<file path="config.mk">
export PLATFORM = sky130hd
export DESIGN_NAME = tpsa_offset
export DESIGN_NICKNAME = d
export VERILOG_FILES = /design/src/tpsa_pkg.sv /design/src/tpsa_offset.sv
export SDC_FILE = /design/constraint.sdc
export NUM_CORES = 2
export LEC_CHECK = 0
export ABC_AREA = 1
export BUFFER_PORTS_ARGS = -buffer_cell sky130_fd_sc_hd__buf_2
export CAP_MARGIN = 20
export CORE_ASPECT_RATIO = 0.7
export CORE_MARGIN = 3
export CORE_UTILIZATION = 35
export DETAILED_ROUTE_END_ITERATION = 8
export SLEW_MARGIN = 20
export SYNTH_ARGS = -nofsm -noshare
export SYNTH_HDL_FRONTEND = slang
export SYNTH_SLANG_ARGS = --single-unit
</file>
<file path="constraint.sdc">
create_clock -name clock -period 9.44 [get_ports clock]
set_input_delay 1.888 -clock clock [delete_from_list [all_inputs] [get_ports clock]]
set_output_delay 1.888 -clock clock [all_outputs]
set_load 0.01 [all_outputs]
</file>
<file path="src/tpsa_pkg.sv">
// ----------------------------------------------------------------------------
// tpsa_pkg
// Widths, codes and stage types shared by the pad source address pipeline.
// ----------------------------------------------------------------------------
package tpsa_pkg;

   localparam int COORD_BITS    = 16;              // significant coordinate bits
   localparam int RANK          = 4;               // active dimensions, outermost first
   localparam int NUM_DIMS      = 4;
   localparam int SLOT_BITS     = 16;              // packed slot and field width
   localparam int DIFF_BITS     = SLOT_BITS + 2;   // coordinate minus front pad
   localparam int WIDE_BITS     = SLOT_BITS + 3;   // mapped and extent arithmetic
   localparam int OFFSET_BITS   = 64;
   localparam int ACC1_BITS     = 2 * COORD_BITS;  // partial offset after dimension one
   localparam int ACC2_BITS     = 3 * COORD_BITS;  // partial offset after dimension two
   localparam int ACC3_BITS     = 4 * COORD_BITS;  // full offset
   localparam int CSR_DATA_BITS = 64;
   localparam int CSR_ADDR_BITS = 5;
   localparam int CSR_ADDR_LSB  = 3;
   localparam int PIPE_LATENCY  = 5;

   localparam logic [CSR_DATA_BITS-1:0] SOURCE_EXTENTS_RESET = 64'h0001_0001_0001_0001;

   typedef enum logic [1:0] {
      MODE_CONSTANT  = 2'd0,
      MODE_EDGE      = 2'd1,
      MODE_REFLECT   = 2'd2,
      MODE_SYMMETRIC = 2'd3
   } pad_mode_type;

   typedef enum logic [1:0] {
      REG_PAD_MODE       = 2'd0,
      REG_SOURCE_EXTENTS = 2'd1,
      REG_FRONT_PADS     = 2'd2,
      REG_BACK_PADS      = 2'd3
   } reg_index_type;

   typedef logic [COORD_BITS-1:0] coord_type;
   typedef coord_type [NUM_DIMS-1:0] coord_vec_type;
   typedef logic [SLOT_BITS-1:0] slot_type;
   typedef slot_type [NUM_DIMS-1:0] slot_vec_type;
   typedef logic [DIFF_BITS-1:0] diff_type;
   typedef diff_type [NUM_DIMS-1:0] diff_vec_type;

   typedef struct packed {
      pad_mode_type  mode;
      coord_vec_type ext;
      slot_vec_type  front_pad;
      slot_vec_type  back_pad;
   } pad_cfg_type;

   typedef struct packed {
      logic                valid;
      diff_vec_type        diff;
      logic [NUM_DIMS-1:0] front;
      logic [NUM_DIMS-1:0] back;
      logic                empty_src;
      logic                empty_out;
      logic                out_oor;
   } class_stage_type;

   typedef struct packed {
      logic          valid;
      coord_vec_type src;
      logic          fill;
      logic          oor;
   } map_stage_type;

   typedef struct packed {
      logic                   valid;
      coord_vec_type          src;
      logic                   fill;
      logic                   oor;
      logic [OFFSET_BITS-1:0] offset;
   } result_type;

endpackage

</file>
<file path="src/tpsa_offset.sv">
// ----------------------------------------------------------------------------
// tpsa_offset
// Last three stages: row-major source offset, one multiply-add per stage.
// ----------------------------------------------------------------------------
module tpsa_offset import tpsa_pkg::*; (
   input  logic          clock,
   input  logic          reset,
   input  pad_cfg_type   cfg,
   input  map_stage_type map_ff,
   output result_type    result_ff
);

   typedef struct packed {
      logic                 valid;
      coord_vec_type        src;
      logic                 fill;
      logic                 oor;
      logic [ACC1_BITS-1:0] acc;
   } acc1_stage_type;

   typedef struct packed {
      logic                 valid;
      coord_vec_type        src;
      logic                 fill;
      logic                 oor;
      logic [ACC2_BITS-1:0] acc;
   } acc2_stage_type;

   coord_vec_type  factor;
   acc1_stage_type acc1_in, acc1_ff;
   acc2_stage_type acc2_in, acc2_ff;
   result_type     result_in;
   logic [ACC3_BITS-1:0] acc3;

   // inner dims outside the rank scale by one and add nothing
   always_comb begin
      for (int d = 0; d < NUM_DIMS; d++) begin
         factor[d] = (d < RANK) ? cfg.ext[d] : COORD_BITS'(1);
      end
   end

   always_comb begin
      acc1_in.valid = map_ff.valid;
      acc1_in.src   = map_ff.src;
      acc1_in.fill  = map_ff.fill;
      acc1_in.oor   = map_ff.oor;
      acc1_in.acc   = ACC1_BITS'(map_ff.src[0]) * ACC1_BITS'(factor[1])
                    + ACC1_BITS'(map_ff.src[1]);
   end

   always_comb begin
      acc2_in.valid = acc1_ff.valid;
      acc2_in.src   = acc1_ff.src;
      acc2_in.fill  = acc1_ff.fill;
      acc2_in.oor   = acc1_ff.oor;
      acc2_in.acc   = ACC2_BITS'(acc1_ff.acc) * ACC2_BITS'(factor[2])
                    + ACC2_BITS'(acc1_ff.src[2]);
   end

   always_comb begin
      acc3 = ACC3_BITS'(acc2_ff.acc) * ACC3_BITS'(factor[3])
           + ACC3_BITS'(acc2_ff.src[3]);
      result_in.valid  = acc2_ff.valid;
      result_in.src    = acc2_ff.src;
      result_in.fill   = acc2_ff.fill;
      result_in.oor    = acc2_ff.oor;
      result_in.offset = OFFSET_BITS'(acc3);
   end

   always_ff @(posedge clock) begin
      acc1_ff   <= acc1_in;
      acc2_ff   <= acc2_in;
      result_ff <= result_in;
      if (reset) begin
         acc1_ff.valid   <= 1'b0;
         acc2_ff.valid   <= 1'b0;
         result_ff.valid <= 1'b0;
      end
   end

endmodule

</file>
# [After elaboration in Yosys (flattened, before gate mapping)]
# Index checks and enable logic that the tools add are counted.
[op_classes] multipliers=3 n_addsub=3
[op_table] operator="$add A64 B16 Y64" count=1
[op_table] operator="$mul A48 B16 Y64" count=1
[op_table] operator="$add A48 B16 Y48" count=1
[op_table] operator="$mul A32 B16 Y48" count=1
[op_table] operator="$add A32 B16 Y32" count=1
[op_table] operator="$mul A16 B16 Y32" count=1
[totals] regBits=345 in_bits=263 word_cells=30

# [Logic depth before layout (Yosys ltp)]
[logic_depth] ltp_word=2 ltp_mapped=29 ltp_nobuf=27

# [Worst setup path before layout]
# No wires, ideal clock.
[synth_path] path_kind="in2reg" from="in cfg[177] in the netlist's numbering" to="reg result_ff[61] in the netlist's numbering" cell_stages=27 setup_ns=0.112 n_path_buf=2 t_arrival_ns=6.913 slack_ns=2.414 path_cell_list="clkbuf_1 -> clkbuf_1 -> nand2_1 -> fa_1 -> inv_1 -> fa_1 -> inv_1 -> fa_1 -> inv_1 -> fa_1 -> fa_1 -> inv_1 -> fa_1 -> inv_1 -> ha_1 -> nand2_1 -> inv_1 -> nand2_1 -> nand2_1 -> nand2_1 -> nand2_1 -> nand2_1 -> nand2_1 -> a21oi_1 -> nand2_1 -> nand2_1 -> nand2_1"
[synth_between] elab_chain_cells=2
[synth_lines] element="start: declaration" line="tpsa_offset.sv:8" source="input pad_cfg_type cfg,"
[synth_lines] element="$mul A48 B16 Y64" line="tpsa_offset.sv:61" source="acc3 = ACC3_BITS'(acc2_ff.acc) * ACC3_BITS'(factor[3])"
[synth_lines] element="$add A64 B16 Y64" line="tpsa_offset.sv:62" source="+ ACC3_BITS'(acc2_ff.src[3]);"
[synth_lines] element="net acc3[61]" line="tpsa_offset.sv:33" source="logic [ACC3_BITS-1:0] acc3;"
[synth_lines] element="end signal: assignment" line="tpsa_offset.sv:73" source="result_ff <= result_in;"
[synth_lines] element="end: declaration" line="tpsa_offset.sv:10" source="output result_type result_ff"
# The timed path passes the listed nets, and every way through them passes these cells.
# A chain may end at the register's enable or synchronous reset.

# [Final worst setup path]
[layout_path] from="in cfg[179] in the netlist's numbering" to="reg result_ff[51] in the netlist's numbering"
# Same word-level chain as after synthesis.

==> flow_metrics.tcl <==
set metrics [dict create \
    status "finished clean" \
    end_kind "flop" \
    arrival_ps 8260 \
    grt_pass1_wl_mm 284.9 \
    setup_tns_ps 0 \
    whs_path_depth 0 \
    drt_wl_total_mm 173.3 \
    min_from "acc2_ff[97]" \
    critPathMaxStageDelay_ps 770 \
    antenna_found_initial 8 \
    reg2reg_from "acc2_ff[37]" \
    cp_max_fo 31 \
    hold_end "result_ff[113]" \
    dpl-instance-area_um2 65490 \
    vias 48170 \
    hp-class "reg2reg" \
    syn_area_um2 62320 \
    numClockSinks 345 \
    finalCritPeriodShare_pct 81.90 \
    yosysMostFrequentCell "inv_1" \
    cts_buffers 40 \
    r2r_cells 18 \
    skew_ps 29.46 \
    drtPass1Iterations 6 \
    ios 394 \
    cts_max_level 2 \
    die_h_um 359.0 \
    worstSetupPathType "in2reg" \
    critical_path.top_delay_family "adder cells" \
    area_growth_pct 7.228 \
    synth_edf_count 0 \
    cts_repair_resize_count 0 \
    clkTransAtPathRegs_ps 70 \
    synth_cell_types 35 \
    clk_latency_ps 640 \
    io_buffers 247 \
    synthTopCellsByArea "fa_1 (42%), inv_1 (16%), nand2_1 (15%), dfxtp_1 (11%), ha_1 (8.3%)" \
    wl_met1_mm 81.81 \
    top_layer_used "met5" \
    slew_violations 0 \
    rsz0062_at_grt "no" \
    fin_area_um2 66820 \
    wl_met3_mm 14.71 \
    synth_top_area_share_pct 41.83 \
    cts_buffer_depth 3 \
    setup_viol 0 \
    synth.avg_cell_area_um2 7.638 \
    ys_top_cells_by_count "inv_1 (2,597), nand2_1 (2,426), fa_1 (1,302), ha_1 (414), clkbuf_1 (351)" \
    hpwlAfterDp_mm 138.7 \
    ant_nets 0 \
    grt_use_total_pct 19.62 \
    drive_gt1_share_pct 5.366 \
    async_reset_ff_share_pct 0 \
    avgRoutedWirePerCell_um 16.50 \
    fmax_mhz 129.3 \
    clockRootBuffer "clkbuf_16" \
    place_congestion 0.9284 \
    row_count 128 \
    cap_violations 0 \
    post-route-util_pct 38.10 \
    r2r-end "result_ff[51]" \
    viasPerCell 4.585 \
    first_global_vias 51700 \
    grt_max_degree 36 \
    required_ps 9970 \
    synthFlopType "dfxtp_1" \
    ys_ff_latch 345 \
    crit_buf_inv 6 \
    synth_fp_nets 10140 \
    postCtsHoldBufs 0 \
    slowest_stage "buf_2" \
    grt_overflow 0 \
    synthCells 8159 \
    tightest_slew_ps 1156 \
    ys_seq_area_share_pct 11.08 \
    final_nets 10110 \
    crit_chain "buf_2 > nand2_1 > fa_1 > inv_1 > fa_1 > inv_1 > fa_1 > inv_1 > fa_1 > fa_1 > inv_1 > fa_1 > inv_1 > ha_1 > nand2_1 > nor2_1 > nand2_1 > nor3_1 > nand3_1 > nand4_1 > nand2_1" \
    fin_crit_ps 7732 \
    finalHoldViolations 0 \
    die-area_um2 183200 \
    yosys_warnings 0 \
    startpoint_type "input pin" \
    core_um2 175400 \
    timing.hold.ws_ps 310.5 \
    first_iter_violations 3597 \
    route.met2.wl_mm 73.64 \
    post_cts_buffers 0 \
    max_slew_margin_pct 22.94 \
    drc 0 \
    rrSetupSlack_ps 2900 \
    start_util_pct 35.53 \
    die_width_um 510.3 \
    cts_tree "built" \
    yosysTopAreaCell "fa_1" \
    cp_common_cell "fa_1" \
]
[final cells by class]
type | count | area, um2
fillers | 18200 | 108500
clock buffers | 47 | 1089
diodes | 3 | 7.507
flip-flops and latches | 345 | 6907
repair buffers | 284 | 1564
inverters | 2619 | 9831
well taps | 2340 | 2928
clock inverters | 24 | 237.7
multi-input cells | 4843 | 44260
[stage by stage]
| stage | cells | setup WS, ps |
|---|---|---|
| floorplan | 8159 | 2414 |
| global placement | 10430 | 1308 |
| detailed placement | 10430 | 1315 |
| CTS | 10500 | 1992 |
| global route | 10500 | 1573 |
| finish | 10510 | 1708 |
[worst max-delay path by stage]
stage	to	cells past startpoint	start
6_report	result_ff[51]	21	cfg[179]
5_1_grt	result_ff[51]	20	cfg[187]
4_1_cts	result_ff[60]	24	cfg[182]
3_5_place_dp	result_ff[51]	20	cfg[187]
3_3_place_gp	result_ff[60]	24	cfg[182]
2_1_floorplan	result_ff[61]	27	cfg[177]
[routing by layer]
metal	vias up	GRT usage (%)
li1	22400	-
met4	6	3.954
met2	1668	29.87
met1	23870	29.22
met5	-	0
met3	219	3.276
[state kept, by name, indices dropped and copies added (netlist names)]
signal and flops:
acc1_ff 99, acc2_ff 115, result_ff 131
[logic make-up (layout without fill, tap and decap cells)]
logic type,Yosys count,count (layout),share of synthesized area [%]
AO/OA/AOI/OAI,193,193,1.679
XOR/XNOR,86,86,1.209
adder cells (fa/ha/maj),1716,1716,50.14
buffers and inverters,2971,2974,17.90
flip-flops,345,345,11.08
other,0,3,0
AND/OR/NAND/NOR,2848,2848,17.99
[cell usage in the layout (no fill, tap or decap), drive strengths merged, types with 3 or more instances in the layout]
cell	Yosys	routed
clkinv	2	11
ha	414	414
clkinvlp	0	3
nor3	36	36
a21o	6	6
fa	1302	1302
diode	0	3
nor2	216	216
xor2	74	74
and2	3	3
dfxtp	345	345
nand2	2438	2438
o21bai	21	21
buf	1	284
a31oi	4	4
clkbuf	351	47
o21ai	37	37
a21oi	122	122
nand4	26	26
xnor2	12	12
inv	2617	2627
nand3	123	123
Power is not shown: default switching activity piles up to over one toggle a cycle in this logic, so the estimate is an artifact.
