### src/tpsa_pkg.sv
// ----------------------------------------------------------------------------
// tpsa_pkg
// Widths, codes and stage types shared by the pad source address pipeline.
// ----------------------------------------------------------------------------
package tpsa_pkg;

   localparam int COORD_BITS    = 16;              // significant coordinate bits
   localparam int RANK          = 4;               // active dimensions, outermost first
   localparam int NUM_DIMS      = 4;
   localparam int SLOT_BITS     = 16;              // packed slot and field width
   localparam int DIFF_BITS     = SLOT_BITS + 2;   // coordinate minus front pad
   localparam int WIDE_BITS     = SLOT_BITS + 3;   // mapped and extent arithmetic
   localparam int OFFSET_BITS   = 64;
   localparam int ACC1_BITS     = 2 * COORD_BITS;  // partial offset after dimension one
   localparam int ACC2_BITS     = 3 * COORD_BITS;  // partial offset after dimension two
   localparam int ACC3_BITS     = 4 * COORD_BITS;  // full offset
   localparam int CSR_DATA_BITS = 64;
   localparam int CSR_ADDR_BITS = 5;
   localparam int CSR_ADDR_LSB  = 3;
   localparam int PIPE_LATENCY  = 5;

   localparam logic [CSR_DATA_BITS-1:0] SOURCE_EXTENTS_RESET = 64'h0001_0001_0001_0001;

   typedef enum logic [1:0] {
      MODE_CONSTANT  = 2'd0,
      MODE_EDGE      = 2'd1,
      MODE_REFLECT   = 2'd2,
      MODE_SYMMETRIC = 2'd3
   } pad_mode_type;

   typedef enum logic [1:0] {
      REG_PAD_MODE       = 2'd0,
      REG_SOURCE_EXTENTS = 2'd1,
      REG_FRONT_PADS     = 2'd2,
      REG_BACK_PADS      = 2'd3
   } reg_index_type;

   typedef logic [COORD_BITS-1:0] coord_type;
   typedef coord_type [NUM_DIMS-1:0] coord_vec_type;
   typedef logic [SLOT_BITS-1:0] slot_type;
   typedef slot_type [NUM_DIMS-1:0] slot_vec_type;
   typedef logic [DIFF_BITS-1:0] diff_type;
   typedef diff_type [NUM_DIMS-1:0] diff_vec_type;

   typedef struct packed {
      pad_mode_type  mode;
      coord_vec_type ext;
      slot_vec_type  front_pad;
      slot_vec_type  back_pad;
   } pad_cfg_type;

   typedef struct packed {
      logic                valid;
      diff_vec_type        diff;
      logic [NUM_DIMS-1:0] front;
      logic [NUM_DIMS-1:0] back;
      logic                empty_src;
      logic                empty_out;
      logic                out_oor;
   } class_stage_type;

   typedef struct packed {
      logic          valid;
      coord_vec_type src;
      logic          fill;
      logic          oor;
   } map_stage_type;

   typedef struct packed {
      logic                   valid;
      coord_vec_type          src;
      logic                   fill;
      logic                   oor;
      logic [OFFSET_BITS-1:0] offset;
   } result_type;

endpackage

### src/tpsa_map.sv
// ----------------------------------------------------------------------------
// tpsa_map
// Second stage: source coordinate per dim under the pad mode, fill and range.
// ----------------------------------------------------------------------------
module tpsa_map import tpsa_pkg::*; (
   input  logic            clock,
   input  logic            reset,
   input  pad_cfg_type     cfg,
   input  class_stage_type class_ff,
   output map_stage_type   stage_ff
);

   map_stage_type stage_in;

   always_comb begin
      logic signed [WIDE_BITS-1:0] s_w;
      logic signed [WIDE_BITS-1:0] t_w;
      logic signed [WIDE_BITS-1:0] sym_w;
      logic signed [WIDE_BITS-1:0] m_w;
      logic [NUM_DIMS-1:0]         pad_fill;
      logic [NUM_DIMS-1:0]         map_oor;
      logic                        empty_fill;
      coord_vec_type               src_raw;
      pad_fill = '0;
      map_oor  = '0;
      src_raw  = '0;
      sym_w    = (cfg.mode == MODE_SYMMETRIC) ? WIDE_BITS'(1) : '0;
      for (int d = 0; d < NUM_DIMS; d++) begin
         s_w = $signed(WIDE_BITS'(cfg.ext[d]));
         t_w = WIDE_BITS'($signed(class_ff.diff[d]));
         m_w = t_w;
         if (class_ff.front[d] || class_ff.back[d]) begin
            case (cfg.mode)
               MODE_CONSTANT: begin
                  m_w = '0;
                  pad_fill[d] = (d < RANK);
               end
               MODE_EDGE: begin
                  m_w = class_ff.front[d] ? '0 : s_w - WIDE_BITS'(1);
               end
               MODE_REFLECT, MODE_SYMMETRIC: begin
                  // mirror about the border; symmetric repeats the border element
                  if (class_ff.front[d]) begin
                     m_w = -t_w - sym_w;
                  end else begin
                     m_w = (s_w <<< 1) - WIDE_BITS'(2) + sym_w - t_w;
                  end
               end
               default: begin
                  m_w = '0;
               end
            endcase
         end
         if (d < RANK) begin
            map_oor[d] = m_w[WIDE_BITS-1] || (m_w >= s_w);
            src_raw[d] = map_oor[d] ? '0 : m_w[COORD_BITS-1:0];
         end
      end
      empty_fill     = class_ff.empty_src && !class_ff.empty_out;
      stage_in.valid = class_ff.valid;
      stage_in.fill  = empty_fill || (|pad_fill);
      stage_in.oor   = class_ff.out_oor || (!empty_fill && (|map_oor));
      stage_in.src   = stage_in.fill ? '0 : src_raw;
   end

   always_ff @(posedge clock) begin
      stage_ff <= stage_in;
      if (reset) begin
         stage_ff.valid <= 1'b0;
      end
   end

endmodule

### config.mk
export PLATFORM = sky130hd
export DESIGN_NAME = tpsa_map
export DESIGN_NICKNAME = d
export VERILOG_FILES = /design/src/tpsa_pkg.sv /design/src/tpsa_map.sv
export SDC_FILE = /design/constraint.sdc
export NUM_CORES = 1
export LEC_CHECK = 0
export BUFFER_PORTS_ARGS = -buffer_cell sky130_fd_sc_hd__buf_2
export CORE_MARGIN = 10
export CORE_UTILIZATION = 56
export CTS_BUF_LIST = sky130_fd_sc_hd__clkbuf_16
export CTS_CLUSTER_SIZE = 30
export DETAILED_ROUTE_END_ITERATION = 10
export PLACE_DENSITY = 0.9
export SYNTH_ARGS = -nofsm -noshare
export SYNTH_HDL_FRONTEND = slang
export SYNTH_SLANG_ARGS = --single-unit
### constraint.sdc
create_clock -name clock -period 6.5 [get_ports clock]
set_input_delay 0.325 -clock clock [delete_from_list [all_inputs] [get_ports clock]]
set_output_delay 0.325 -clock clock [all_outputs]
set_load 0.05 [all_outputs]
# Yosys cells after proc, flatten, opt, wreduce, memory -nomap -nowiden
# Cells that the tools add are included.
[classes] add_sub_neg=24 n_mul=0 n_div=0 n_lt_le_gt_ge=4 eq_ne=3 n_shift=0 muxes=22 n_bitwise=0 reduce_logical=22
[ops] cell="$mux 19" count=12
[ops] cell="$pmux 19 s3" count=4
[ops] cell="$add 18x2->19" count=4
[ops] cell="$ge 19x17->1" count=4
[ops] cell="$neg 18->19" count=4
[ops] cell="$sub 19x18->19" count=4
[ops] cell="$sub 19x2->19" count=4
[ops] cell="$sub 17x2->18 const B" count=4
[ops] cell="$sub 16x1->17 const B" count=4
[ops] cell="$logic_or 1x1->1" count=10
[ops] cell="$reduce_or 2->1" count=5
[ops] cell="$reduce_or 4->1" count=2
[ops] cell="$mux 1" count=6
[ops] cell="$eq 2x2->1 const B" count=2
[ops] cell="$eq 2x1->1 const B" count=1
[ops] cell="$logic_and 1x1->1" count=2
[ops] cell="$logic_not 1->1" count=2
[ops] cell="$logic_not 2->1" count=1
[word_totals] reg_bits=67 latchBits=0 ramBits=0 rom_bits=0 input_bits=280 output_inout_bits=67 word_cells=82 memories=0

# Logic depth before layout (Yosys ltp)
[depth] ltp_word=12 depth_mapped=28 depth_no_buf=25

# Worst setup path before layout
# No wires, ideal clock.
[synth_timing] path_kind="input -> register" from="input cfg[193] in the netlist's numbering" to="register stage_ff[41] in the netlist's numbering" setup_time_ps=91 arrival_ps=5530 required_ps=6409 path_slack_ps=879 cell_stages=28 path_buffers=5 path_cell_list="clkbuf_1 clkbuf_1 clkbuf_1 buf_1 nand2_1 ha_1 ha_1 inv_1 ha_1 o21bai_1 a22o_1 o21ai_0 nor2_1 a221o_1 a21oi_1 xnor2_1 a221o_1 ha_1 nand3_1 nor3_1 a22oi_1 nand4_1 nor4_1 mux2i_1 o22ai_2 nand2_1 buf_2 a311oi_1"
[synth_between] elab_chain_len=10 elab_cells_between_ends=22 classes_between="add/sub: 3; order compare: 1; eq/ne: 3; mux: 9; reduce/logical: 6"
[synth_lines] item="start, declared" line="tpsa_map.sv:8" source="input pad_cfg_type cfg,"
[synth_lines] item="$eq 2x2->1" line="tpsa_map.sv:27, tpsa_map.sv:33"
[synth_lines] item="$mux 1" line="tpsa_map.sv:27" source="sym_w = (cfg.mode == MODE_SYMMETRIC) ? WIDE_BITS'(1) : '0;"
[synth_lines] item="$add 18x2->19" line="tpsa_map.sv:46" source="m_w = (s_w <<< 1) - WIDE_BITS'(2) + sym_w - t_w;"
[synth_lines] item="$sub 19x18->19" line="tpsa_map.sv:46"
[synth_lines] item="$mux 19" line="tpsa_map.sv:43" source="if (class_ff.front[d]) begin"
[synth_lines] item="$pmux 19 s3" line="tpsa_map.sv:33" source="case (cfg.mode)"
[synth_lines] item="$mux 19" line="tpsa_map.sv:32" source="if (class_ff.front[d] || class_ff.back[d]) begin"
[synth_lines] item="$ge 19x17->1" line="tpsa_map.sv:55" source="map_oor[d] = m_w[WIDE_BITS-1] || (m_w >= s_w);"
[synth_lines] item="$logic_or 1x1->1" line="tpsa_map.sv:55"
[synth_lines] item="$reduce_or 2->1 (no line)"
[synth_lines] item="end signal, assigned" line="tpsa_map.sv:67" source="stage_ff <= stage_in;"
[synth_lines] item="end, declared" line="tpsa_map.sv:10" source="output map_stage_type stage_ff"
# Parallel ways exist; a longest one is shown, timed or not.
# A chain may end at the register's enable or synchronous reset.

# Worst setup path after layout
[layout_timing] from="input cfg[133] in the netlist's numbering" to="register stage_ff[9] in the netlist's numbering"
[layout_between] elab_chain_len=9 elab_cells_between_ends=11 classes_between="add/sub: 4; order compare: 1; mux: 4; reduce/logical: 2"
[layout_lines] item="$sub 17x2->18" line="tpsa_map.sv:46"
[layout_lines] item="$add 18x2->19" line="tpsa_map.sv:46"
[layout_lines] item="$sub 19x18->19" line="tpsa_map.sv:46"
[layout_lines] item="$mux 19" line="tpsa_map.sv:43"
[layout_lines] item="$pmux 19 s3" line="tpsa_map.sv:33"
[layout_lines] item="$mux 19" line="tpsa_map.sv:32"
[layout_lines] item="$ge 19x17->1" line="tpsa_map.sv:55"
[layout_lines] item="$logic_or 1x1->1" line="tpsa_map.sv:55"
[layout_lines] item="$reduce_or 2->1 (no line)"
# Parallel ways exist; a longest one is shown, timed or not.

==> impl_metrics.csv <==
group,metric,value,unit
logic_synthesis,seq_area_frac_synth,0.0998,
clock_network,cts_sinks,67,
grt,grt_max_degree,71,
logic_synthesis,synth_edf_count,0,
critical_path,cp_slowest_cell,"nor4_1",
placement,dp_cells,2373,
critical_path,critPathMaxStageDelay,0.59,ns
final_layout,final_util,0.642,
routing,num_vias,15200,
routing,routedWlPerCell,19.1,um
grt,grt_overflow_total,0,
floorplan,die_y,175,um
floorplan,row_count,56,
logic_synthesis,syn_area,0.0134,sq mm
grt,grt_pass1_vias,14500,
run_status,outcome,"finished clean",
logic_synthesis,async_flop_share,0,
routing,ant_nets,0,
critical_path,worstPathCellList,"buf_2 > nor4_1 > nand4_1 > nor2_1 > nand2_1 > xnor2_1 > inv_1 > ha_1 > nand2_1 > nor4_1 > o21ai_0 > and2_1 > o21ai_0 > mux2i_1 > a32oi_1 > o21ai_0 > ha_1 > nor2b_1 > o21ai_0 > nand2_1 > a31oi_1 > o311ai_0 > a211o_1 > a211oi_1",
logic_synthesis,ys_ff_latch,67,
final_layout,stdcell_count,2390,
power_and_ir_drop,switching_share,0.459,
critical_path,crit_type,"primary input to flip-flop",
critical_path,path_buf_inv,2,
power_and_ir_drop,ir_drop,0.0920,mV
grt,antenna_found_initial,1,
final_layout,drive_gt1_frac,0.139,
clock_network,cts_tree,"yes",
clock_network,postCtsSetupBuffers,0,
placement,hpwl,37500,um
timing,clock.fmax,169,MHz
final_layout,area.growth.synth_to_final,12.5,%
clock_network,cts_made_buffers,9,
logic_synthesis,synth_ff_type,"dfxtp_1",
critical_path,critical-path-top-delay-family,"compound AO/OA/AOI/OAI gates",
grt,grt_use_total,0.280,
timing,finalHoldViolCount,0,
final_layout,fillers,2103,
power_and_ir_drop,power.switching,1.10,mW
clock_network,h-tree-depth,3,
clock_network,cts_resized,0,
power_and_ir_drop,power_frac_seq,0.188,
floorplan,start_util,0.571,
placement,io_buffers,218,
worst_hold_path,min_path_type,"primary input to flip-flop",
logic_synthesis,syn-num-nets,2384,
final_layout,finalNetCount,2569,
routing,finalWirelength,45700,um
placement,place.gp.congestion,0.995,
final_layout,top_register,"stage_ff",
floorplan,io_pins,347,
critical_path,cp-start-kind,"primary input",
logic_synthesis,synth-warning-count,0,
timing,tightest_slew,1.33,ns
clock_network,clk_path_buf_depth,2,
timing,setup_viol,0,
routing,vias_per_cell,6.35,
routing,drt_iter0_drc,1749,
timing,slew_viol_final,0,
routing,firstDrtPassIters,6,
timing,relSlewSlack,0.114,
clock_network,path_clk_slew,0.06,ns
power_and_ir_drop,cellPowerDensity,159,mW/mm^2
critical_path,worstPathRequired,6.69,ns
final_layout,top_regs,"stage_ff: 67 flops",
routing,drc,0,
critical_path,arrival,6.12,ns
logic_synthesis,avgSynthCellArea,7.15,sq um
floorplan,design.core.area,0.0235,sq mm
timing,post-route-period-util,0.911,
power_and_ir_drop,p_int,1.30,mW
final_layout,largest_register_ffs,67,
power_and_ir_drop,pwr-share-clk,0.213,
timing,rsz0062_at_grt,"false",
power_and_ir_drop,combPwrFrac,0.599,
clock_network,cts.root.buffer_cell,"clkbuf_16",
timing,finalCriticalPeriod,5.92,ns
critical_path,cp-end-kind,"flip-flop",
power_and_ir_drop,p_leak,7.38,nW
timing,setup_tns,0,ns
critical_path,crit_fanout,14,
run,maxCapViolCount,0,
placement,placed_area,0.0148,sq mm
grt,grt_pass1_wl,72200,um
floorplan,die_w,175,um
floorplan,dieArea,0.0306,sq mm
logic_synthesis,synth_cell_types,79,
critical_path,path_common_cell,"o21ai_0",
final_layout,final_area,0.0151,sq mm
clock_network,postCtsHoldBufs,0,
logic_synthesis,synthCells,1880,
## power by group through the flow
stage / Sequential (mW) / Clock (mW) / Combinational (mW)
floorplan: 0.560 / 0 / 0.931
global placement: 0.459 / 0 / 1.35
detailed placement: 0.459 / 0 / 1.40
CTS: 0.450 / 0.521 / 1.40
global route: 0.451 / 0.537 / 1.57
finish: 0.450 / 0.511 / 1.44
## worst paths after layout
path / start / end / cells past startpoint
worst max-delay path: cfg[133] / stage_ff[9] / 24
worst min-delay path: reset / stage_ff[66] / 2
## layer usage
layer,wire (um),GRT usage,vias up
li1,-,-,7273
met5,0,0,-
met3,3710,0.0397,134
met1,19400,0.356,6970
met4,1720,0.107,0
met2,20900,0.468,790
## cell usage in the layout (no fill, tap or decap), drive strengths merged, types with 49 or more instances in the layout
| cell | n |
|---|---|
| xnor2 | 98 |
| a21oi | 153 |
| nor2 | 110 |
| buf | 233 |
| nor2b | 53 |
| nand3 | 58 |
| nand2 | 159 |
| dfxtp | 67 |
| o21ai | 122 |
| inv | 174 |
| nor3 | 50 |
| a21o | 49 |
| ha | 220 |
## layout make-up
| cell class | count | area [sq um] | area share |
|---|---|---|---|
| diodes | 1 | 2.50 | 0.000166 |
| clock buffers | 9 | 225 | 0.0149 |
| clock inverters | 7 | 76.3 | 0.00505 |
| inverters | 173 | 649 | 0.0430 |
| multi-input cells | 1581 | 11200 | 0.742 |
| flip-flops and latches | 67 | 1340 | 0.0887 |
| well taps | 319 | 399 | 0.0264 |
| repair buffers | 233 | 1200 | 0.0796 |
## synthesized netlist by cell type (all sizes together) (7+ instances only)
master  number  area share
a221oi      22       0.015
buf          8      0.0027
a31oi       28       0.013
xor2        35       0.023
o21a        32       0.018
clkbuf      51       0.014
ha         220        0.20
or4          7      0.0039
nor2b       53       0.025
a21oi      153       0.057
nand3       58       0.022
a211oi      32       0.019
o211ai      13      0.0073
or3         17      0.0079
a22oi       17      0.0095
mux2i       10      0.0074
nand4       23       0.011
or2         13      0.0062
and2        18      0.0084
o31a         7      0.0046
o31ai       16      0.0089
nand2b      31       0.014
dfxtp       67        0.10
nor3        50       0.019
nand2      159       0.044
nor4        22       0.011
a21boi      10      0.0056
nor2       110       0.031
xnor2       98       0.064
inv        172       0.048
a21o        49       0.027
a221o       10      0.0074
nor3b        9      0.0050
and3        40       0.019
o21ai      122       0.045
## metrics by stage
step	power (mW)	setup WS [ns]	hold WS, ns
detailed placement	1.86	0.425	0.492
global placement	1.81	0.652	0.484
floorplan	1.49	0.879	0.397
global route	2.56	0.237	0.137
CTS	2.38	0.770	0.134
finish	2.40	0.577	0.142
## logic make-up (layout without fill, tap and decap cells)
family                   after synthesis  count (layout)  synth area share
other                                  0               1                 0
adder cells (fa/ha/maj)              224             224             0.211
flip-flops                            67              67            0.0998
AND/OR/NAND/NOR                      619             619             0.233
buffers and inverters                232             422            0.0653
multiplexers                          14              14            0.0108
AO/OA/AOI/OAI                        591             591             0.294
XOR/XNOR                             133             133            0.0867
(Power assumes the default switching activity.)
