$ cat src/tpsa_pkg.sv
// ----------------------------------------------------------------------------
// tpsa_pkg
// Widths, codes and stage types shared by the pad source address pipeline.
// ----------------------------------------------------------------------------
package tpsa_pkg;

   localparam int COORD_BITS    = 16;              // significant coordinate bits
   localparam int RANK          = 4;               // active dimensions, outermost first
   localparam int NUM_DIMS      = 4;
   localparam int SLOT_BITS     = 16;              // packed slot and field width
   localparam int DIFF_BITS     = SLOT_BITS + 2;   // coordinate minus front pad
   localparam int WIDE_BITS     = SLOT_BITS + 3;   // mapped and extent arithmetic
   localparam int OFFSET_BITS   = 64;
   localparam int ACC1_BITS     = 2 * COORD_BITS;  // partial offset after dimension one
   localparam int ACC2_BITS     = 3 * COORD_BITS;  // partial offset after dimension two
   localparam int ACC3_BITS     = 4 * COORD_BITS;  // full offset
   localparam int CSR_DATA_BITS = 64;
   localparam int CSR_ADDR_BITS = 5;
   localparam int CSR_ADDR_LSB  = 3;
   localparam int PIPE_LATENCY  = 5;

   localparam logic [CSR_DATA_BITS-1:0] SOURCE_EXTENTS_RESET = 64'h0001_0001_0001_0001;

   typedef enum logic [1:0] {
      MODE_CONSTANT  = 2'd0,
      MODE_EDGE      = 2'd1,
      MODE_REFLECT   = 2'd2,
      MODE_SYMMETRIC = 2'd3
   } pad_mode_type;

   typedef enum logic [1:0] {
      REG_PAD_MODE       = 2'd0,
      REG_SOURCE_EXTENTS = 2'd1,
      REG_FRONT_PADS     = 2'd2,
      REG_BACK_PADS      = 2'd3
   } reg_index_type;

   typedef logic [COORD_BITS-1:0] coord_type;
   typedef coord_type [NUM_DIMS-1:0] coord_vec_type;
   typedef logic [SLOT_BITS-1:0] slot_type;
   typedef slot_type [NUM_DIMS-1:0] slot_vec_type;
   typedef logic [DIFF_BITS-1:0] diff_type;
   typedef diff_type [NUM_DIMS-1:0] diff_vec_type;

   typedef struct packed {
      pad_mode_type  mode;
      coord_vec_type ext;
      slot_vec_type  front_pad;
      slot_vec_type  back_pad;
   } pad_cfg_type;

   typedef struct packed {
      logic                valid;
      diff_vec_type        diff;
      logic [NUM_DIMS-1:0] front;
      logic [NUM_DIMS-1:0] back;
      logic                empty_src;
      logic                empty_out;
      logic                out_oor;
   } class_stage_type;

   typedef struct packed {
      logic          valid;
      coord_vec_type src;
      logic          fill;
      logic          oor;
   } map_stage_type;

   typedef struct packed {
      logic                   valid;
      coord_vec_type          src;
      logic                   fill;
      logic                   oor;
      logic [OFFSET_BITS-1:0] offset;
   } result_type;

endpackage

$ cat src/tpsa_classify.sv
// ----------------------------------------------------------------------------
// tpsa_classify
// First stage: output extents, range flags and front/body/back class per dim.
// ----------------------------------------------------------------------------
module tpsa_classify import tpsa_pkg::*; (
   input  logic            clock,
   input  logic            reset,
   input  logic            accept,
   input  pad_cfg_type     cfg,
   input  coord_vec_type   coord,
   output class_stage_type stage_ff
);

   class_stage_type stage_in;

   always_comb begin
      logic signed [WIDE_BITS-1:0] ext_w;
      logic signed [WIDE_BITS-1:0] fp_w;
      logic signed [WIDE_BITS-1:0] bp_w;
      logic signed [WIDE_BITS-1:0] oext_w;
      logic signed [WIDE_BITS-1:0] crd_w;
      logic signed [WIDE_BITS-1:0] diff_w;
      stage_in = '0;
      stage_in.valid = accept;
      for (int d = 0; d < NUM_DIMS; d++) begin
         ext_w  = $signed(WIDE_BITS'(cfg.ext[d]));
         fp_w   = WIDE_BITS'($signed(cfg.front_pad[d]));
         bp_w   = WIDE_BITS'($signed(cfg.back_pad[d]));
         oext_w = ext_w + fp_w + bp_w;
         crd_w  = $signed(WIDE_BITS'(coord[d]));
         diff_w = crd_w - fp_w;
         stage_in.diff[d]  = diff_w[DIFF_BITS-1:0];
         stage_in.front[d] = diff_w[WIDE_BITS-1];
         stage_in.back[d]  = !diff_w[WIDE_BITS-1] && (diff_w >= ext_w);
         if (d < RANK) begin
            if (cfg.ext[d] == '0) stage_in.empty_src = 1'b1;
            if (oext_w[WIDE_BITS-1] || (oext_w == '0)) stage_in.empty_out = 1'b1;
            if (crd_w >= oext_w) stage_in.out_oor = 1'b1;
         end
      end
   end

   always_ff @(posedge clock) begin
      stage_ff <= stage_in;
      if (reset) begin
         stage_ff.valid <= 1'b0;
      end
   end

endmodule

$ cat config.mk
export PLATFORM = sky130hd
export DESIGN_NAME = tpsa_classify
export DESIGN_NICKNAME = d
export VERILOG_FILES = /design/src/tpsa_pkg.sv /design/src/tpsa_classify.sv
export SDC_FILE = /design/constraint.sdc
export NUM_CORES = 1
export LEC_CHECK = 0
export BUFFER_PORTS_ARGS = -buffer_cell sky130_fd_sc_hd__buf_2
export CAP_MARGIN = 15
export CORE_UTILIZATION = 40
export CTS_CLUSTER_SIZE = 20
export DETAILED_ROUTE_END_ITERATION = 10
export GPL_TIMING_DRIVEN = 0
export HOLD_SLACK_MARGIN = 0.02
export MAX_ROUTING_LAYER = met4
export SYNTH_ARGS = -nofsm -noshare
export SYNTH_HDL_FRONTEND = slang
export SYNTH_SLANG_ARGS = --single-unit
export TNS_END_PERCENT = 20
$ cat constraint.sdc
create_clock -name clock -period 5.9 [get_ports clock]
set_input_delay 1.18 -clock clock [delete_from_list [all_inputs] [get_ports clock]]
set_output_delay 1.18 -clock clock [all_outputs]
set_load 0.02 [all_outputs]
; ---- Yosys cells after proc, flatten, opt, wreduce, memory -nomap -nowiden
; Index checks and enable logic that the tools add are counted.
[op_classes]
add_sub_neg = 12
n_lt_le_gt_ge = 8
mux = 3
reduce_logical = 23
[ops]
columns = cell, n
row1 = $add A18 B16 Y19, 4
row2 = $ge A17 B19 Y1, 4
row3 = $logic_not A19 Y1, 4
row4 = $add A17 B16 Y18, 4
row5 = $ge A18 B17 Y1, 4
row6 = $sub A17 B16 Y18, 4
row7 = $logic_not A16 Y1, 4
row8 = $reduce_or A3 Y1, 3
row9 = $logic_and A1 B1 Y1, 4
row10 = $logic_not A1 Y1, 4
row11 = $logic_or A1 B1 Y1, 4
row12 = $mux W1, 3
[totals]
reg_bits = 84
input_bits = 261
output_inout_bits = 84
elab_cells = 56

; ---- Depth between registers and ports, before layout
; Gate-level depths: netlist of run 1.
[logic_depth]
depth_word = 5
depth_mapped = 19
mapped_depth_nobuf = 19

; ---- Least setup slack after synthesis of run 1
; OpenSTA, ideal clock, no wires.
[synth_path]
kind = input to register
from = input cfg[33] (netlist name)
to = register stage_ff[0] (netlist name)
setup_time_ns = 0.134
t_arrival_ns = 4.737
setup_slack_ns = 1.029
stages = 18
path_buffers = 0
path_cell_list = fa_1 ha_1 inv_1 fa_1 nor2b_1 o31ai_1 a21oi_1 o31ai_1 a21oi_1 a21o_1 a211oi_1 or2_2 ha_1 nand4_1 nor4_1 a211oi_1 o22ai_1 or4b_1
[synth_between]
elab_chain_cells = 3
[synth_lines]
columns = item, line_no
row1 = start: declaration, tpsa_classify.sv:9  ; input pad_cfg_type cfg,
row2 = $add A18 B16 Y19, tpsa_classify.sv:29  ; oext_w = ext_w + fp_w + bp_w;
row3 = $ge A17 B19 Y1, tpsa_classify.sv:38  ; if (crd_w >= oext_w) stage_in.out_oor = 1'b1;
row4 = $reduce_or A3 Y1 (no source line), n/a
row5 = end signal: assignment, tpsa_classify.sv:44  ; stage_ff <= stage_in;
row6 = end: declaration, tpsa_classify.sv:11  ; output class_stage_type stage_ff
; No other way between the ends.
; A chain may end at the register's enable or synchronous reset.

; ---- Worst setup path after layout of run 1
[layout_path]
from = input cfg[17] (netlist name)
to = register stage_ff[0] (netlist name)
; Same word-level chain as after synthesis.

==> impl_metrics.toml, run 1 <==
[status]
outcome = "completed"

[cells_and_area]
final_common_cell = "buf_2"
largest_reg_flops = 80
drive_above_1_share = 0.208
biggestRegsByFlops = "stage_ff: 80 flops"
nets = 2458
area_growth_pct = 20.0
instances_no_fill = 2263
regMostFlops = "stage_ff"
layout_common_cells = "buf_2, ha_1, inv_1"

[clocking]
cts_hold_buffers = 0
post_cts_buffers = 0
htree_num_levels = 3
cts_inserted_buffers = 9
clock_path_buffers = 2
cts_tree = "built"
cts_resized = 0
path_clk_slew_ns = 0.07
cts.sinks = 80
root_buffer = "clkbuf_16"

[detailed_routing]
first_pass_iters = 5
vias = 12000
drt_iter0_markers = 555
wl_um = 36400
routedWlPerCell_um = 16.1
drt-vias-per-instance = 5.32
remaining_drc_errors = 0
ant_nets = 0

[setup_path]
cp_data_arrival_time_ns = 5.47
critPathRequiredTime_ns = 6.15
cp-start-kind = "input pin"
endpoint_kind = "flop"
path_class = "input pin to flop"
worst-path-max-fanout = 4

[global_route]
globalRouteOverflowTotal = 0
grt_pass1_vias = 11800
grt_antenna_before_repair = 4
grtUsageTotal = 0.232
grt_max_degree = 13
grt_pass1_wl_um = 58700

[floorplan]
ios = 345
die_area_um2 = 32700
die_h_um = 181
rows = 65
core_area_um2 = 31600
start_util = 0.406
die-width_um = 181

[timing]
finalSetupTns_ns = 0
fmax_mhz = 191
rsz0062_at_grt = "false"
slew_headroom = 0.469
maxSlewViolCount = 0
final-setup-viol-count = 0
hold_viol = 0
min_period_ns = 5.22
period_share = 0.885
tightestPinTransition_ns = 0.777

[placement]
dp_hpwl_um = 32400
place_inst = 2244
gp_congestion = 0.934
io_buffer_count = 342

[pwr]
leakage_nw = 7.93
finalPower_mw = 3.69
p_clk_frac = 0.183
cellPowerDensity_nw_per_um2 = 241
intPower_mw = 2.08
ir_drop_mv = 0.145
seqPwrFrac = 0.183
switchingPower_mw = 1.62
swShare = 0.438
p_comb_frac = 0.635

[yosys]
synth_seq_area_share = 0.125
synth_nets = 2105
synth_area_per_cell_um2 = 8.53
synth_warnings = 0
synth_ff_type = "dfxtp_1"
async_flop_share = 0
synth_edf_count = 0
yosysUniqueCellTypes = 80
netlist_area_um2 = 12800
yosys_register_bits = 80
synthCells = 1500

[job]
drv_cap = 0

[worst_hold_path]
holdPathStages = 2
hp-class = "input pin to flop"
## final timing paths
path | start | endpoint | slack [ns]
hold / removal | reset | stage_ff[83] | 0.96
setup / recovery | cfg[17] | stage_ff[0] | 0.68
## worst max-delay path, stage by stage
cell and delay, ns:
buf_2 0.13, fa_1 0.49, ha_1 0.25, inv_1 0.08, fa_1 0.21, nor2b_1 0.07, o31ai_1 0.43, a211oi_1 0.21
o31a_1 0.38, a21o_1 0.19, a21oi_1 0.16, xor2_1 0.21, ha_1 0.29, nand4_1 0.11, nor4_1 0.05, a211oi_1 0.39
o22ai_1 0.15, or4b_1 0.49
## logic make-up (layout without fill, tap and decap cells)
kind of cell	count (synthesis)	in the layout	share of synthesized area
compound gates	387	387	0.204
xor+xnor	94	94	0.0643
fa+ha+maj	344	344	0.381
buf+inv	200	557	0.0598
flops	80	80	0.125
mux	6	6	0.00479
other cells	0	4	0
simple gates	389	389	0.161
## metal layers
| layer | vias to the layer above | part of all wire | GRT usage |
|---|---|---|---|
| li1 | 6143 | - | - |
| met1 | 5545 | 0.47 | 0.296 |
| met2 | 320 | 0.46 | 0.376 |
| met3 | 38 | 0.055 | 0.0407 |
| met4 | 0 | 0.017 | 0.0650 |
| met5 | - | 0 | - |
## power by group through the flow
stage | sequential (mW) | clock [mW] | combinational [mW]
3_5_place_dp | 0.687 | 0 | 2.34
6_report | 0.675 | 0.675 | 2.35
2_1_floorplan | 0.833 | 0 | 1.53
4_1_cts | 0.677 | 0.700 | 2.35
5_1_grt | 0.686 | 0.714 | 2.65
3_3_place_gp | 0.687 | 0 | 2.30
## cells in the mapped netlist (all sizes together), types with 8 or more instances
cell type / n / area share
o211ai: 13 / 0.0076
nor2b: 24 / 0.012
nand3: 27 / 0.011
nand2: 56 / 0.016
inv: 192 / 0.056
or2: 13 / 0.0064
and3: 23 / 0.011
nand4: 25 / 0.012
a21o: 50 / 0.029
a31oi: 11 / 0.0054
nor2: 92 / 0.027
nand2b: 21 / 0.010
ha: 268 / 0.26
a211oi: 27 / 0.016
xor2: 42 / 0.029
nor4: 30 / 0.015
fa: 76 / 0.12
xnor2: 52 / 0.036
or3: 12 / 0.0059
nor3: 36 / 0.014
dfxtp: 80 / 0.13
o21ai: 65 / 0.026
o21a: 28 / 0.017
a21oi: 102 / 0.040
a2111oi: 8 / 0.0074
o2111ai: 10 / 0.0068
o21bai: 15 / 0.0088
## per-stage QoR
stage	hold slack (ns)	util	worst slack [ns]	instance area (um2)
4_1_cts	0.940	0.487	0.656	15400
2_1_floorplan	1.25	-	1.03	12800
6_report	0.964	0.487	0.676	15400
3_5_place_dp	1.34	0.476	0.284	15000
3_3_place_gp	1.34	0.476	0.323	15000
5_1_grt	0.951	0.487	0.429	15400
## cell type report
type / count / area [um2]
clock inverters: 3 / 90.1
clock buffers: 12 / 246
flip-flops and latches: 80 / 1600
diodes: 4 / 10.0
multi-input cells: 1220 / 10400
fillers: 3142 / 16200
well taps: 402 / 503
plain buffers: 7 / 41.3
inverters: 193 / 724
repair buffers: 342 / 1710
Note: power is estimated with default switching activity, not from simulation.
==> run 2: changes to the inputs <==
MAX_ROUTING_LAYER = unset   (was met4)
PLACE_DENSITY = 0.65   (was unset)
clock period = 5.2 ns   (was 5.9 ns; I/O delays follow)
==> impl_metrics.toml, run 2 (synthesized netlist as in run 1, its figures left out) <==
[global_route]
grt_antenna_before_repair = 5
globalRouteOverflowTotal = 0
grtUsageTotal = 0.230
grt_max_degree = 13
grt_pass1_wl_um = 60000
grt_pass1_vias = 12100

[setup_path]
path_class = "input pin to flop"
cp_data_arrival_time_ns = 5.18
worst-path-max-fanout = 4
endpoint_kind = "flop"
cp-start-kind = "input pin"
critPathRequiredTime_ns = 5.45

[floorplan]
rows = 65
ios = 345
die_h_um = 181
die-width_um = 181
start_util = 0.406
die_area_um2 = 32700
core_area_um2 = 31600

[cells_and_area]
multiInputGateArea_um2 = 10500
final_cell_area_um2 = 15300
layout.area.seq_um2 = 1600
nets = 2461
final_common_cell = "buf_2"
biggestRegsByFlops = "stage_ff: 80 flops"
drive_above_1_share = 0.212
layout_common_cells = "buf_2, ha_1, inv_1"
regMostFlops = "stage_ff"
area_growth_pct = 19.8
num-fill-cells = 3118
largest_reg_flops = 80

[detailed_routing]
drt-vias-per-instance = 5.37
wl_um = 37200
ant_nets = 0
routedWlPerCell_um = 16.4
first_pass_iters = 5
vias = 12200
drt_iter0_markers = 555
remaining_drc_errors = 0

[worst_hold_path]
hp-class = "input pin to flop"
holdPathStages = 2
hold_end = "stage_ff[83]"
hp-start = "reset"

[clocking]
cts_hold_buffers = 0
clock_path_buffers = 2
cts_tree = "built"
htree_num_levels = 3
root_buffer = "clkbuf_16"
cts.sinks = 80
path_clk_slew_ns = 0.06
cts_inserted_buffers = 9

[timing]
fmax_mhz = 203
rsz0062_at_grt = "false"
fin_ws_ns = 0.265
slew_headroom = 0.497
final-setup-viol-count = 0
maxSlewViolCount = 0
hold_viol = 0
min_period_ns = 4.94
tightestPinTransition_ns = 0.745
period_share = 0.949

[job]
drv_cap = 0

[placement]
dp_hpwl_um = 32800
place_ws_ns = -0.375
gp_congestion = 0.933
io_buffer_count = 342
dpl_cell_area_um2 = 15000

[status]
outcome = "completed"

[pwr]
ir_drop_mv = 0.150
leakage_nw = 7.91
swShare = 0.455
seqPwrFrac = 0.187
p_comb_frac = 0.659
switchingPower_mw = 1.87
cellPowerDensity_nw_per_um2 = 268
p_clk_frac = 0.154
intPower_mw = 2.24
## run 2: stage by stage
step	setup TNS (ns)	total power [mW]	instances	hold WS [ns]	util
floorplan	0	2.68	1500	1.11	-
global placement	-0.426	3.39	2244	1.20	0.476
detailed placement	-0.375	3.44	2245	1.20	0.476
CTS	0	4.12	2260	0.794	0.485
global route	0	4.51	2264	0.807	0.486
finish	0	4.11	2264	0.819	0.486
## run 2: worst max path at each step
stage | start | end | slack, ns
2_1_floorplan | cfg[33] | stage_ff[0] | 0.47
3_3_place_gp | cfg[17] | stage_ff[0] | -0.39
3_5_place_dp | cfg[145] | stage_ff[0] | -0.37
4_1_cts | cfg[145] | stage_ff[0] | 0.02
5_1_grt | coord[32] | stage_ff[5] | 0.02
6_report | cfg[17] | stage_ff[0] | 0.26
## run 2: routing by layer
metal,track usage,vias to the layer above,routed length (um)
li1,-,6131,-
met1,0.298,5610,17300
met2,0.389,360,17100
met3,0.0425,47,1960
met4,0.0602,6,676
met5,0,-,34
## run 2: repair_timing
action                                  CTS  global route
setup buffers                             0             2
gates resized for setup                   0             5
endpoints found under the setup margin    0             1
## run 2: power groups by stage
stage	clock [mW]	sequential, mW	combinational, mW
4_1_cts	0.665	0.768	2.69
3_3_place_gp	0	0.780	2.61
2_1_floorplan	0	0.945	1.73
3_5_place_dp	0	0.781	2.66
6_report	0.633	0.767	2.71
5_1_grt	0.685	0.780	3.04
## run 2: critical path, stage by stage
cell	delay, ns
buf_2	0.12
fa_1	0.57
ha_1	0.20
inv_1	0.06
fa_1	0.39
nor2b_1	0.18
o31ai_2	0.11
a211oi_1	0.35
o31a_1	0.28
a21o_1	0.14
a21oi_1	0.07
xor2_1	0.20
ha_1	0.31
nand4_1	0.14
nor4_1	0.07
a211oi_2	0.29
o22ai_1	0.16
or4b_1	0.47
## run 2: cell type report
type                            instances  share of cell area
Tap cell                              402              0.0328
Clock buffer                           12              0.0167
Clock inverter                          3             0.00114
Buffer                                  7             0.00269
Inverter                              193              0.0472
Timing Repair Buffer                  345               0.113
Antenna cell                            2            0.000326
Sequential cell                        80               0.104
Multi-Input combinational cell       1220               0.682
